$ cat src/sv/swing_step_sequencer_events_defines.svh
// assertion helpers used by the step sequencer
`ifndef SWING_STEP_SEQUENCER_EVENTS_DEFINES_SVH
`define SWING_STEP_SEQUENCER_EVENTS_DEFINES_SVH

// same-cycle implication
`define SSE_ASSERT_IMP(label, ante, cons, msg) \
    label: assert property (@(posedge clk) disable iff (!rst_n) (ante) |-> (cons)) \
        else $error(msg);

// next-cycle implication
`define SSE_ASSERT_NEXT(label, ante, cons, msg) \
    label: assert property (@(posedge clk) disable iff (!rst_n) (ante) |=> (cons)) \
        else $error(msg);

`endif

$ cat src/sv/sse_pkg.sv
package sse_pkg;

    localparam int VEL_W            = 7;
    localparam int NOTE_W           = 7;
    localparam int TIME_W           = 17;
    localparam int CFG_DATA_W       = 9;
    localparam int NOTE_OFF_DELAY   = 230;
    localparam int SWING_CENTER     = 128;
    localparam int SWING_FULL       = 256;
    localparam int BEATS_RESET      = 4;
    localparam int DIVS_RESET       = 4;
    localparam int SWING_RESET      = 128;
    localparam int LANES_USED_RESET = 0;

    typedef enum logic [1:0] {
        CMD_SET_HIT  = 2'd0,
        CMD_SET_NOTE = 2'd1,
        CMD_CLEAR    = 2'd2,
        CMD_GENERATE = 2'd3
    } cmd_t;

    typedef enum logic [1:0] {
        REG_BEATS         = 2'd0,
        REG_DIVS_PER_BEAT = 2'd1,
        REG_SWING         = 2'd2,
        REG_LANES_USED    = 2'd3
    } reg_idx_t;

    typedef struct packed {
        cmd_t       cmd;
        logic [3:0] lane;
        logic [7:0] division;
        logic [6:0] value;
    } request_t;

    typedef struct packed {
        logic        is_event;
        logic [6:0]  note;
        logic [6:0]  velocity;
        logic [16:0] event_time;
        logic        last;
    } result_t;

    typedef struct packed {
        logic [4:0] beats;
        logic [4:0] divs_per_beat;
        logic [8:0] swing;
        logic [4:0] lanes_used;
    } cfg_t;

    typedef struct packed {
        logic div_trim;
        logic lane_trim;
    } trim_t;

endpackage

$ cat src/sv/sse_cfg.sv
module sse_cfg
    import sse_pkg::*;
(
    input  logic                  clk,
    input  logic                  rst_n,
    input  logic                  cfg_we,
    input  reg_idx_t              cfg_index,
    input  logic [CFG_DATA_W-1:0] cfg_data,
    output cfg_t                  cfg,
    output trim_t                 trim
);

    cfg_t  cfg_reg, cfg_next;
    trim_t trim_reg, trim_next;

    always_comb
    begin
        cfg_next  = cfg_reg;
        trim_next = '0;
        if (cfg_we)
        begin
            case (cfg_index)
                REG_BEATS:
                begin
                    if (cfg_data[4:0] != '0)
                    begin
                        cfg_next.beats     = cfg_data[4:0];
                        trim_next.div_trim = 1'b1;
                    end
                end
                REG_DIVS_PER_BEAT:
                begin
                    if (cfg_data[4:0] != '0)
                    begin
                        cfg_next.divs_per_beat = cfg_data[4:0];
                        trim_next.div_trim     = 1'b1;
                    end
                end
                REG_SWING:
                begin
                    cfg_next.swing = cfg_data[8:0];
                end
                REG_LANES_USED:
                begin
                    cfg_next.lanes_used = cfg_data[4:0];
                    trim_next.lane_trim = 1'b1;
                end
                default:
                begin
                end
            endcase
        end
    end

    always_ff @(posedge clk or negedge rst_n)
    begin
        if (!rst_n)
        begin
            cfg_reg <= '{beats:         5'(BEATS_RESET),
                         divs_per_beat: 5'(DIVS_RESET),
                         swing:         9'(SWING_RESET),
                         lanes_used:    5'(LANES_USED_RESET)};
            trim_reg <= '0;
        end
        else
        begin
            cfg_reg  <= cfg_next;
            trim_reg <= trim_next;
        end
    end

    assign cfg  = cfg_reg;
    assign trim = trim_reg;

endmodule

$ cat config.mk
export PLATFORM = sky130hd
export DESIGN_NAME = sse_cfg
export DESIGN_NICKNAME = d
export VERILOG_FILES = /design/src/sv/swing_step_sequencer_events_defines.svh /design/src/sv/sse_pkg.sv /design/src/sv/sse_cfg.sv
export SDC_FILE = /design/constraint.sdc
export NUM_CORES = 1
export LEC_CHECK = 0
export ABC_AREA = 1
export BUFFER_PORTS_ARGS = -buffer_cell sky130_fd_sc_hd__buf_4
export CAP_MARGIN = 20
export CORE_MARGIN = 2
export CORE_UTILIZATION = 50
export CTS_BUF_LIST = sky130_fd_sc_hd__clkbuf_8
export DETAILED_ROUTE_END_ITERATION = 10
export MAX_ROUTING_LAYER = met4
export PLACE_DENSITY = 0.81
export SLEW_MARGIN = 15
export SYNTH_ARGS = -nofsm -noshare
export SYNTH_HDL_FRONTEND = slang
export SYNTH_SLANG_ARGS = --single-unit
$ cat constraint.sdc
create_clock -name clk -period 1.3 [get_ports clk]
set_clock_uncertainty 0.1 [all_clocks]
set_input_delay 0.065 -clock clk [delete_from_list [all_inputs] [get_ports clk]]
set_output_delay 0.065 -clock clk [all_outputs]
set_load 0.02 [all_outputs]
Word level (Yosys, flattened, before mapping)
Cells that the tools add are included.
- register bits: 26
- input port bits: 14
- output and inout port bits: 26
- logic and storage cells: 20
- eq/ne operators: 3
- muxes and demuxes: 4
- reductions and logical operators: 7
- operators by type and width (cell ; number):
    $reduce_and 3->1 ; 2
    $reduce_bool 5->1 ; 1
    $eq 2x2->1 const B ; 2
    $reduce_and 2->1 ; 2
    $mux 1 ; 3
    $eq 2x1->1 const B ; 1
    $logic_not 2->1 ; 1
    $mux 2 ; 1
    $reduce_or 2->1 ; 1

Longest topological paths before layout
Gate-level depths: netlist of the first run.
- word-level depth: 4
- gate-level depth with buffers: 5
- gate-level depth less buffers: 5

Least setup slack after synthesis of the first run
No wires, ideal clock.
- kind: flip-flop to flip-flop
- start point: register, netlist name cfg[21]
- end point: register cfg_reg, in the netlist cfg[21]
- arrival time: 0.689 ns
- required time: 1.128 ns
- path slack: 0.439 ns
- cell stages (with the launch flop): 3
- period minus slack after synthesis: 0.861 ns
- path through: dfstp_2 nand2_1 o21ai_1
- RTL lines (item ; line ; source):
    end signal, assigned ; sse_cfg.sv:59 ; cfg_reg <= '{beats: 5'(BEATS_RESET),
    end signal, assigned ; sse_cfg.sv:67 ; cfg_reg <= cfg_next;
    end, declared ; sse_cfg.sv:13 ; cfg_t cfg_reg, cfg_next;

Final worst setup path of the first run
- start point: input port cfg_data[0]
- end point: register cfg_reg, in the netlist cfg[23]
- word-level cells in the longest chain between the ends: 2
- ends and longest elaborated chain (item ; line ; source):
    start, declared ; sse_cfg.sv:8 ; input logic [CFG_DATA_W-1:0] cfg_data,
    $reduce_bool 5->1 ; sse_cfg.sv:25 ; if (cfg_data[4:0] != '0)
    $reduce_and 3->1 (no source line) ; n/a ;
No other way between the ends.
A chain may end at the register's enable or synchronous reset.

==> results of run 1 <==
-- metal layers --
metal  global-route usage, %  up-vias  share of wire [%]
li1                        -      438                  -
met1                    29.7      424                 43
met2                    34.0       23                 51
met3                    2.63        5                3.7
met4                    6.76        0                2.1
met5                       -        -                  0
-- critical path, cell delays in order --
cell and delay, ns:
dlygate4sd3_1 0.54, buf_4 0.14, nor2_2 0.12, nand3_4 0.14
nand2_4 0.14, nand2_1 0.07, o21ai_1 0.09
-- synth_stat cells (2+ instances only) --
library cell,number,share of area (%)
nand3_1,2,0.91
nand4_1,5,2.9
inv_1,11,3.8
o21ai_1,5,2.3
buf_6,2,2.1
dfrtp_1,23,53
o21ai_2,14,11
dfstp_2,3,7.2
nand2_1,30,10
nor2_1,3,1.0
-- final cells by class --
| type | count | area, um^2 | share of cell area [%] |
|---|---|---|---|
| flip-flops and latches | 26 | 654 | 41.7 |
| multi-input cells | 64 | 390 | 24.9 |
| clock buffers | 3 | 41.3 | 2.63 |
| well taps | 27 | 33.8 | 2.15 |
| clock inverters | 1 | 3.75 | 0.239 |
| inverters | 11 | 41.3 | 2.63 |
| repair buffers | 50 | 403 | 25.7 |
-- stage by stage --
| stage | power, mW | std cells |
|---|---|---|
| after global routing | 2.21 | 182 |
| after global placement | 1.62 | 167 |
| after CTS | 2.11 | 182 |
| after detailed placement | 1.64 | 167 |
| final | 2.11 | 182 |
| after floorplan | 1.35 | 104 |
-- cell families (layout without fill, tap and decap cells) --
family / Yosys count / count (layout) / share of synthesized area (%)
AO/OA/AOI/OAI: 19 / 19 / 13.5
buffers and inverters: 14 / 65 / 6.51
flip-flops: 26 / 26 / 59.7
AND/OR/NAND/NOR: 45 / 45 / 20.3
-- worst min path at each step --
stage,startpoint,to,slack (ns)
final,cfg_data[3],cfg[17],0.004
after global routing,cfg_data[1],cfg[1],0.03
after detailed placement,rst_n,cfg[10],-0.11
after CTS,cfg_we,cfg[16],0.007
after global placement,rst_n,cfg[6],-0.12
after floorplan,rst_n,cfg[0],-0.33
-- power breakdown --
group | internal [mW] | leakage (nW) | total, mW | switching [mW]
logic | 0.280 | 0.464 | 0.645 | 0.364
clock network | 0.212 | 0.0269 | 0.451 | 0.239
registers | 0.943 | 0.320 | 1.02 | 0.0724
-- what timing repair did --
item / 4_1_cts / 5_1_grt
resized for setup: 0 / 4
endpoints found under the setup margin: 0 / 10
hold endpoints to repair: 35 / 0
hold buffers: 11 / 0
==> metrics.yaml, run 1 <==
status: "finished clean"
clockBufferDepth: 2
path_clk_slew_ns: 0.08
hold_viol: 0
synth_warnings: 0
num_cts_buffers: 3
globalRoute.totalOverflow: 0
drt_pass1_iterations: 5
finish.net_count: 170
antenna_found_initial: 0
clock_sinks: 26
hold-worst-slack_ns: 0.00446
dp_worst_setup_slack_ns: 0.187
cts_tree: "built"
yosys_register_bits: 26
crit_path_max_fanout: 10
worst_r2r_path_depth: 2
clockRootBuffer: "clkbuf_8"
max_cap_viol_count: 0
cp-startpoint: "cfg_data[0]"
avg_synthesized_cell_area_um2: 10.5
slew_headroom_pct: 65.4
fin_util_pct: 77.5
synth.yosys.seq_area_share_pct: 59.7
vias_in_the_first_global_route: 817
cellPowerDensity_mw_per_mm2: 1350
regToRegSetupSlack_ns: 0.47
worstSetupEndpointType: "flip-flop"
synth_enable_flop_cells: 0
design_area_mm2: 0.00157
syn-num-nets: 118
synth_top_flop_cell: "dfrtp_1"
drt-total-wl_um: 2540
route.vias.total: 890
achievable-frequency_ghz: 0.807
worst-slew-pin-transition_ns: 0.517
die_area_mm2: 0.00258
final_layout_size_suffix_gt1_share_pct: 42.6
antenna_cells: 0
global_placement_routability_congestion: 0.811
netlist_area_before_placement_mm2: 0.00110
post_drt_via_cell_ratio: 4.89
period_share_pct: 95.3
core_area_mm2: 0.00202
io_pins: 40
maximum_vdd_drop_mv: 1.00
worstSetupStartpointType: "primary input"
dpl-instance-area_mm2: 0.00139
fill_cells: 137
post-route-worst-setup-slack_ns: 0.0611
min_path_type: "in -> reg"
hpwlAfterDp_um: 1660
grt_pass1_wl_um: 3950
timing.final.max_slew_violations: 0
grt_usage_pct: 21.6
required_time_of_the_critical_path_ns: 1.39
fp-row-count: 16
arrival_ns: 1.33
flow.area_growth_from_synthesis_pct: 43.0
largest_register_ff_count: 24
drtAntennaViolNets: 0
clock_latency_ns: 0.27
finalSetupTns_ns: 0
mostFrequentLayoutCell: "buf_4"
setup-violations-final: 0
final_cell_mix: "buf_4, nand2_1, dfrtp_1"
cp-endpoint: "cfg[23]"
number_of_design_rule_violations_left_by_the_first_detailed_router_iteration: 18
chipHeight_um: 50.8
drt-wirelength-per-cell_um: 13.9
synth_cells: 104
rr_startpoint: "cfg[12]"
placement.io_buffers: 39
crit-reg2reg-capture: "cfg[12]"
netlist-cell-type-count: 16
async_flop_share_pct: 100
cts_setup_buffers: 0
drt_drc_violations_left: 0
static-leakage-power_nw: 0.810
timing.hold.worst_path_depth: 3
die_width_um: 50.8
worstSetupPathType: "in -> reg"
htree_levels: 1
start_util_pct: 54.2
grt_max_degree: 27
final_period_minus_worst_setup_slack_ns: 1.24
No activity file was read; power rests on OpenSTA's default activity.
==> run 2: changes to the inputs <==
Settings changed: CORE_ASPECT_RATIO set to 0.5, CORE_UTILIZATION 50 to 40, PLACE_DENSITY 0.81 to 0.67.
==> metrics.yaml, run 2 (synthesized netlist as in run 1, its figures left out) <==
status: "finished clean"  # unchanged
cts_setup_buffers: 0  # unchanged
drt-total-wl_um: 2570  # was 2540 um
flow.area_growth_from_synthesis_pct: 50.0  # was 43.0%
final_period_minus_worst_setup_slack_ns: 1.28  # was 1.24 ns
fill_cells: 210  # was 137
antenna_found_initial: 0  # unchanged
global_placement_routability_congestion: 0.678  # was 0.811
vias_in_the_first_global_route: 745  # was 817
chipHeight_um: 41.0  # was 50.8 um
timing.final.max_slew_violations: 0  # unchanged
die_width_um: 78.0  # was 50.8 um
clock_latency_ns: 0.27  # about the same
core_area_mm2: 0.00260  # was 0.00202 mm^2
io_pins: 40  # unchanged
finish.net_count: 175  # was 170
globalRoute.totalOverflow: 0  # unchanged
fp-row-count: 13  # was 16
mostFrequentLayoutCell: "buf_4"  # unchanged
seqCellArea_um2: 654  # unchanged
multi_input_area_um2: 415  # was 390 um^2
slew_headroom_pct: 78.4  # was 65.4%
hpwlAfterDp_um: 1590  # was 1660 um
min_path_type: "in -> reg"  # unchanged
static-leakage-power_nw: 0.832  # was 0.810 nW
grt_max_degree: 27  # unchanged
maximum_vdd_drop_mv: 0.741  # was 1.00 mV
worstSetupPathType: "in -> reg"  # unchanged
post-route-worst-setup-slack_ns: 0.0162  # was 0.0611 ns
cts_tree: "built"  # unchanged
arrival_ns: 1.40  # was 1.33 ns
clockBufferDepth: 2  # unchanged
cellPowerDensity_mw_per_mm2: 1330  # was 1350 mW/mm^2
worst-slew-pin-transition_ns: 0.325  # was 0.517 ns
placement.io_buffers: 39  # unchanged
drt_drc_violations_left: 0  # unchanged
final_layout_size_suffix_gt1_share_pct: 45.0  # was 42.6%
hold-worst-slack_ns: 0.0335  # was 0.00446 ns
num_cts_buffers: 3  # unchanged
achievable-frequency_ghz: 0.779  # was 0.807 GHz
period_share_pct: 98.8  # was 95.3%
clock_sinks: 26  # unchanged
drt_pass1_iterations: 4  # was 5
hold_viol: 0  # unchanged
grt_pass1_wl_um: 3590  # was 3950 um
dp_worst_setup_slack_ns: 0.274  # was 0.187 ns
die_area_mm2: 0.00320  # was 0.00258 mm^2
route.vias.total: 936  # was 890
antenna_cells: 0  # unchanged
crit_path_max_fanout: 5  # was 10
worstSetupEndpointType: "flip-flop"  # unchanged
number_of_design_rule_violations_left_by_the_first_detailed_router_iteration: 44  # was 18
grt_usage_pct: 16.1  # was 21.6%
final_cell_mix: "buf_4, nand2_1, dfrtp_1"  # unchanged
start_util_pct: 42.1  # was 54.2%
htree_levels: 1  # unchanged
max_cap_viol_count: 0  # unchanged
setup-violations-final: 0  # unchanged
largest_register_ff_count: 24  # unchanged
drtAntennaViolNets: 0  # unchanged
path_clk_slew_ns: 0.09  # was 0.08 ns
worstSetupStartpointType: "primary input"  # unchanged
drt-wirelength-per-cell_um: 13.1  # was 13.9 um
required_time_of_the_critical_path_ns: 1.41  # was 1.39 ns
post_drt_via_cell_ratio: 4.75  # was 4.89
clockRootBuffer: "clkbuf_8"  # unchanged
==> run 2: cell count changes in the layout (fill, tap and decap cells not counted), sizes merged <==
cell         delta
buf             +2
clkbuf          +1
dlygate4sd3     +1
inv             -1
nand2           +1
nand3           +1
==> run 2: worst paths after layout <==
path / from / endpoint / slack, ns / depth (start not counted)
max: cfg_data[0] / cfg[14] / 0.02 / 7
min: cfg_index[0] / cfg[21] / 0.03 / 4
max reg2reg: cfg[12] / cfg[12] / 0.48 / 2
min reg2reg: cfg[16] / cfg[16] / 0.38 / 2
max in group asynchronous: rst_n / cfg[16] / 0.68 / 2
min in group asynchronous: rst_n / cfg[2] / 0.13 / 2
==> run 2: worst max-delay path, stage by stage <==
cell	delay, ns
dlygate4sd3_1	0.54
buf_4	0.15
nor2_2	0.18
nand3_4	0.17
nand3_2	0.16
nand2_1	0.06
nand2_1	0.06
==> run 2: metrics by stage <==
| step | util [%] | setup TNS, ns | power, mW | instance area [um^2] | instances |
|---|---|---|---|---|---|
| after detailed placement | 54.6 | 0 | 1.64 | 1420 | 179 |
| after floorplan | - | 0 | 1.35 | 1100 | 104 |
| after global routing | 63.2 | -0.259 | 2.30 | 1640 | 197 |
| after CTS | 61.3 | 0 | 2.18 | 1600 | 195 |
| after global placement | 54.6 | 0 | 1.63 | 1420 | 179 |
| final | 63.2 | 0 | 2.18 | 1640 | 197 |
==> run 2: layer usage <==
metal	share of wire, %	up-vias	global-route usage (%)
met1	46	453	22.4
met3	5.2	2	5.29
met2	48	28	22.8
met4	0.78	0	3.95
met5	0	-	-
li1	-	453	-
==> run 2: where the power goes <==
| group | switching [mW] | internal (mW) | total [mW] |
|---|---|---|---|
| logic | 0.363 | 0.289 | 0.652 |
| registers | 0.0657 | 0.943 | 1.01 |
| clock network | 0.248 | 0.271 | 0.519 |
| total | 0.677 | 1.50 | 2.18 |
==> run 2: area by class of cell <==
cell class	count	area share, %
sequential	26	39.8
timing repair buffer	53	26.3
multi-input combinational	66	25.3
clock buffer	4	3.35
tap	37	2.82
inverter	11	2.51
==> run 2: repair_timing <==
action                     in CTS  in global routing
hold buffers                   12                  0
hold endpoints to repair       36                  0
resized for setup               0                  7
setup endpoints to repair       0                 10
==> run 3: changes to the inputs <==
Settings changed: BUFFER_PORTS_ARGS -buffer_cell sky130_fd_sc_hd__buf_4 to -buffer_cell sky130_fd_sc_hd__buf_2, MAX_ROUTING_LAYER met4 to not set, PLACE_DENSITY 0.67 to 0.65.
==> metrics.yaml, run 3 (synthesized netlist as in run 1, its figures left out) <==
status: "finished clean"  # unchanged
regToRegSetupSlack_ns: 0.48  # about the same
io_pins: 40  # unchanged
finish.net_count: 169  # was 175
die_area_mm2: 0.00320  # unchanged
worst-slew-pin-transition_ns: 0.560  # was 0.325 ns
worstSetupEndpointType: "flip-flop"  # unchanged
post_drt_via_cell_ratio: 4.42  # was 4.75
path_delay_family: "buffers and inverters"  # unchanged
grt_pass1_wl_um: 3480  # was 3590 um
worstPathBufferInverterCount: 2  # unchanged
clockBufferDepth: 2  # unchanged
drt-wirelength-per-cell_um: 12.1  # was 13.1 um
drtAntennaViolNets: 0  # unchanged
placement.io_buffers: 39  # unchanged
maximum_vdd_drop_mv: 0.713  # was 0.741 mV
hold-worst-slack_ns: 0.00992  # was 0.0335 ns
timing.final.max_slew_violations: 0  # unchanged
arrival_ns: 1.32  # was 1.40 ns
antenna_cells: 0  # unchanged
hpwlAfterDp_um: 1560  # was 1590 um
rr_startpoint: "cfg[12]"  # unchanged
num_cts_buffers: 3  # unchanged
grt_usage_pct: 14.9  # was 16.1%
chipHeight_um: 41.0  # unchanged
fp-row-count: 13  # unchanged
cp-endpoint: "cfg[22]"  # was cfg[14]
cellPowerDensity_mw_per_mm2: 1350  # was 1330 mW/mm^2
drt_pass1_iterations: 3  # was 4
crit_path_cell_trace: "dlygate4sd3_1 -> buf_2 -> nor2_2 -> nand3_4 -> nand2_4 -> nand2_1 -> o21ai_1"  # was dlygate4sd3_1 -> buf_4 -> nor2_2 -> nand3_4 -> nand3_2 -> nand2_1 -> nand2_1
timing.critical_path.depth: 7  # unchanged
cts_tree: "built"  # unchanged
final_period_minus_worst_setup_slack_ns: 1.23  # was 1.28 ns
worst_r2r_path_depth: 2  # unchanged
setup-violations-final: 0  # unchanged
crit_path_max_fanout: 10  # was 5
setup_repair_after_global_routing_missed_its_margin: "no"
htree_levels: 1  # unchanged
clock_sinks: 26  # unchanged
cp_slowest_cell: "dlygate4sd3_1"  # unchanged
final_cell_mix: "buf_2, nand2_1, dfrtp_1"  # was buf_4, nand2_1, dfrtp_1
gr-usage-met2_pct: 23.1  # was 22.8%
final_layout_size_suffix_gt1_share_pct: 44.2  # was 45.0%
critical_path.max_stage_delay_ns: 0.55  # was 0.54 ns
gr-usage-met1_pct: 21.5  # was 22.4%
min_path_type: "in -> reg"  # unchanged
grt_max_degree: 27  # unchanged
cp-startpoint: "cfg_data[2]"  # was cfg_data[0]
drt-total-wl_um: 2310  # was 2570 um
clock_latency_ns: 0.26  # was 0.27 ns
grt_max_usage_layer: "met2"  # unchanged
global_route.usage.met3_pct: 3.52  # was 5.29%
mostFrequentLayoutCell: "buf_2"  # was buf_4
flow.area_growth_from_synthesis_pct: 34.4  # was 50.0%
max_cap_viol_count: 0  # unchanged
finalSetupTns_ns: 0  # unchanged
static-leakage-power_nw: 0.782  # was 0.832 nW
vias_in_the_first_global_route: 728  # was 745
slew_headroom_pct: 62.7  # was 78.4%
clockRootBuffer: "clkbuf_8"  # unchanged
globalRoute.totalOverflow: 0  # unchanged
path_clk_slew_ns: 0.08  # was 0.09 ns
required_time_of_the_critical_path_ns: 1.40  # was 1.41 ns
route.vias.total: 844  # was 936
hold_viol: 0  # unchanged
antenna_found_initial: 0  # unchanged
core_area_mm2: 0.00260  # unchanged
period_share_pct: 94.3  # was 98.8%
die_width_um: 78.0  # unchanged
worstSetupPathType: "in -> reg"  # unchanged
achievable-frequency_ghz: 0.816  # was 0.779 GHz
crit-reg2reg-capture: "cfg[12]"  # unchanged
number_of_design_rule_violations_left_by_the_first_detailed_router_iteration: 43  # was 44
global_placement_routability_congestion: 0.697  # was 0.678
worstSetupStartpointType: "primary input"  # unchanged
largest_register_ff_count: 24  # unchanged
drt_drc_violations_left: 0  # unchanged
start_util_pct: 42.1  # unchanged
==> run 3: how the worst min path moves through the flow <==
stage                      from  endpoint  slack, ns  cells after the start
floorplan                 rst_n    cfg[0]      -0.33                      0
global placement          rst_n   trim[0]      -0.01                      1
detailed placement        rst_n   trim[0]      -0.01                      1
CTS                 cfg_data[3]   cfg[17]      0.007                      3
global route        cfg_data[3]   cfg[17]      0.009                      3
finish              cfg_data[3]   cfg[17]       0.01                      3
==> run 3: final cells by class <==
type | count | area, um^2
clock buffers | 3 | 41.3
well taps | 37 | 46.3
inverters | 11 | 41.3
repair buffers | 49 | 293
flip-flops and latches | 26 | 654
multi-input cells | 64 | 393
fillers | 245 | 1130
clock inverters | 1 | 3.75
==> run 3: what timing repair did <==
action | in CTS | in global routing
resized for setup | 0 | 5
hold endpoints to repair | 31 | 0
hold buffers | 9 | 0
setup buffers | 0 | 0
endpoints found under the setup margin | 0 | 10
==> run 3: tightest hold or removal path, cell delays in order <==
cell and delay (ns):
buf_2 0.11, nand4_1 0.10, nand2_1 0.06
==> run 3: per-layer routing <==
metal  wire length [um]  share of wire, %  vias to the layer above
met4                 20              0.87                        0
met2               1000                43                       15
met3                 73               3.2                        2
met1               1210                52                      392
met5                  0                 0                        -
li1                   -                 -                      435
==> run 3: per-stage QoR <==
stage	power, mW	std cells	cell area, um^2	setup WS (ns)	utilization, %
5_1_grt	2.12	191	1470	0.00776	56.6
4_1_cts	2.01	191	1450	0.00772	55.7
3_3_place_gp	1.54	178	1320	0.252	50.5
3_5_place_dp	1.55	178	1320	0.210	50.5
2_1_floorplan	1.35	104	1100	0.439	-
6_report	1.99	191	1470	0.0739	56.6
==> run 3: power by group <==
group          internal (mW)  switching [mW]  leakage [nW]
sequential             0.942          0.0586         0.320
clock                  0.211           0.231        0.0269
combinational          0.198           0.351         0.435
total                   1.35           0.640         0.782
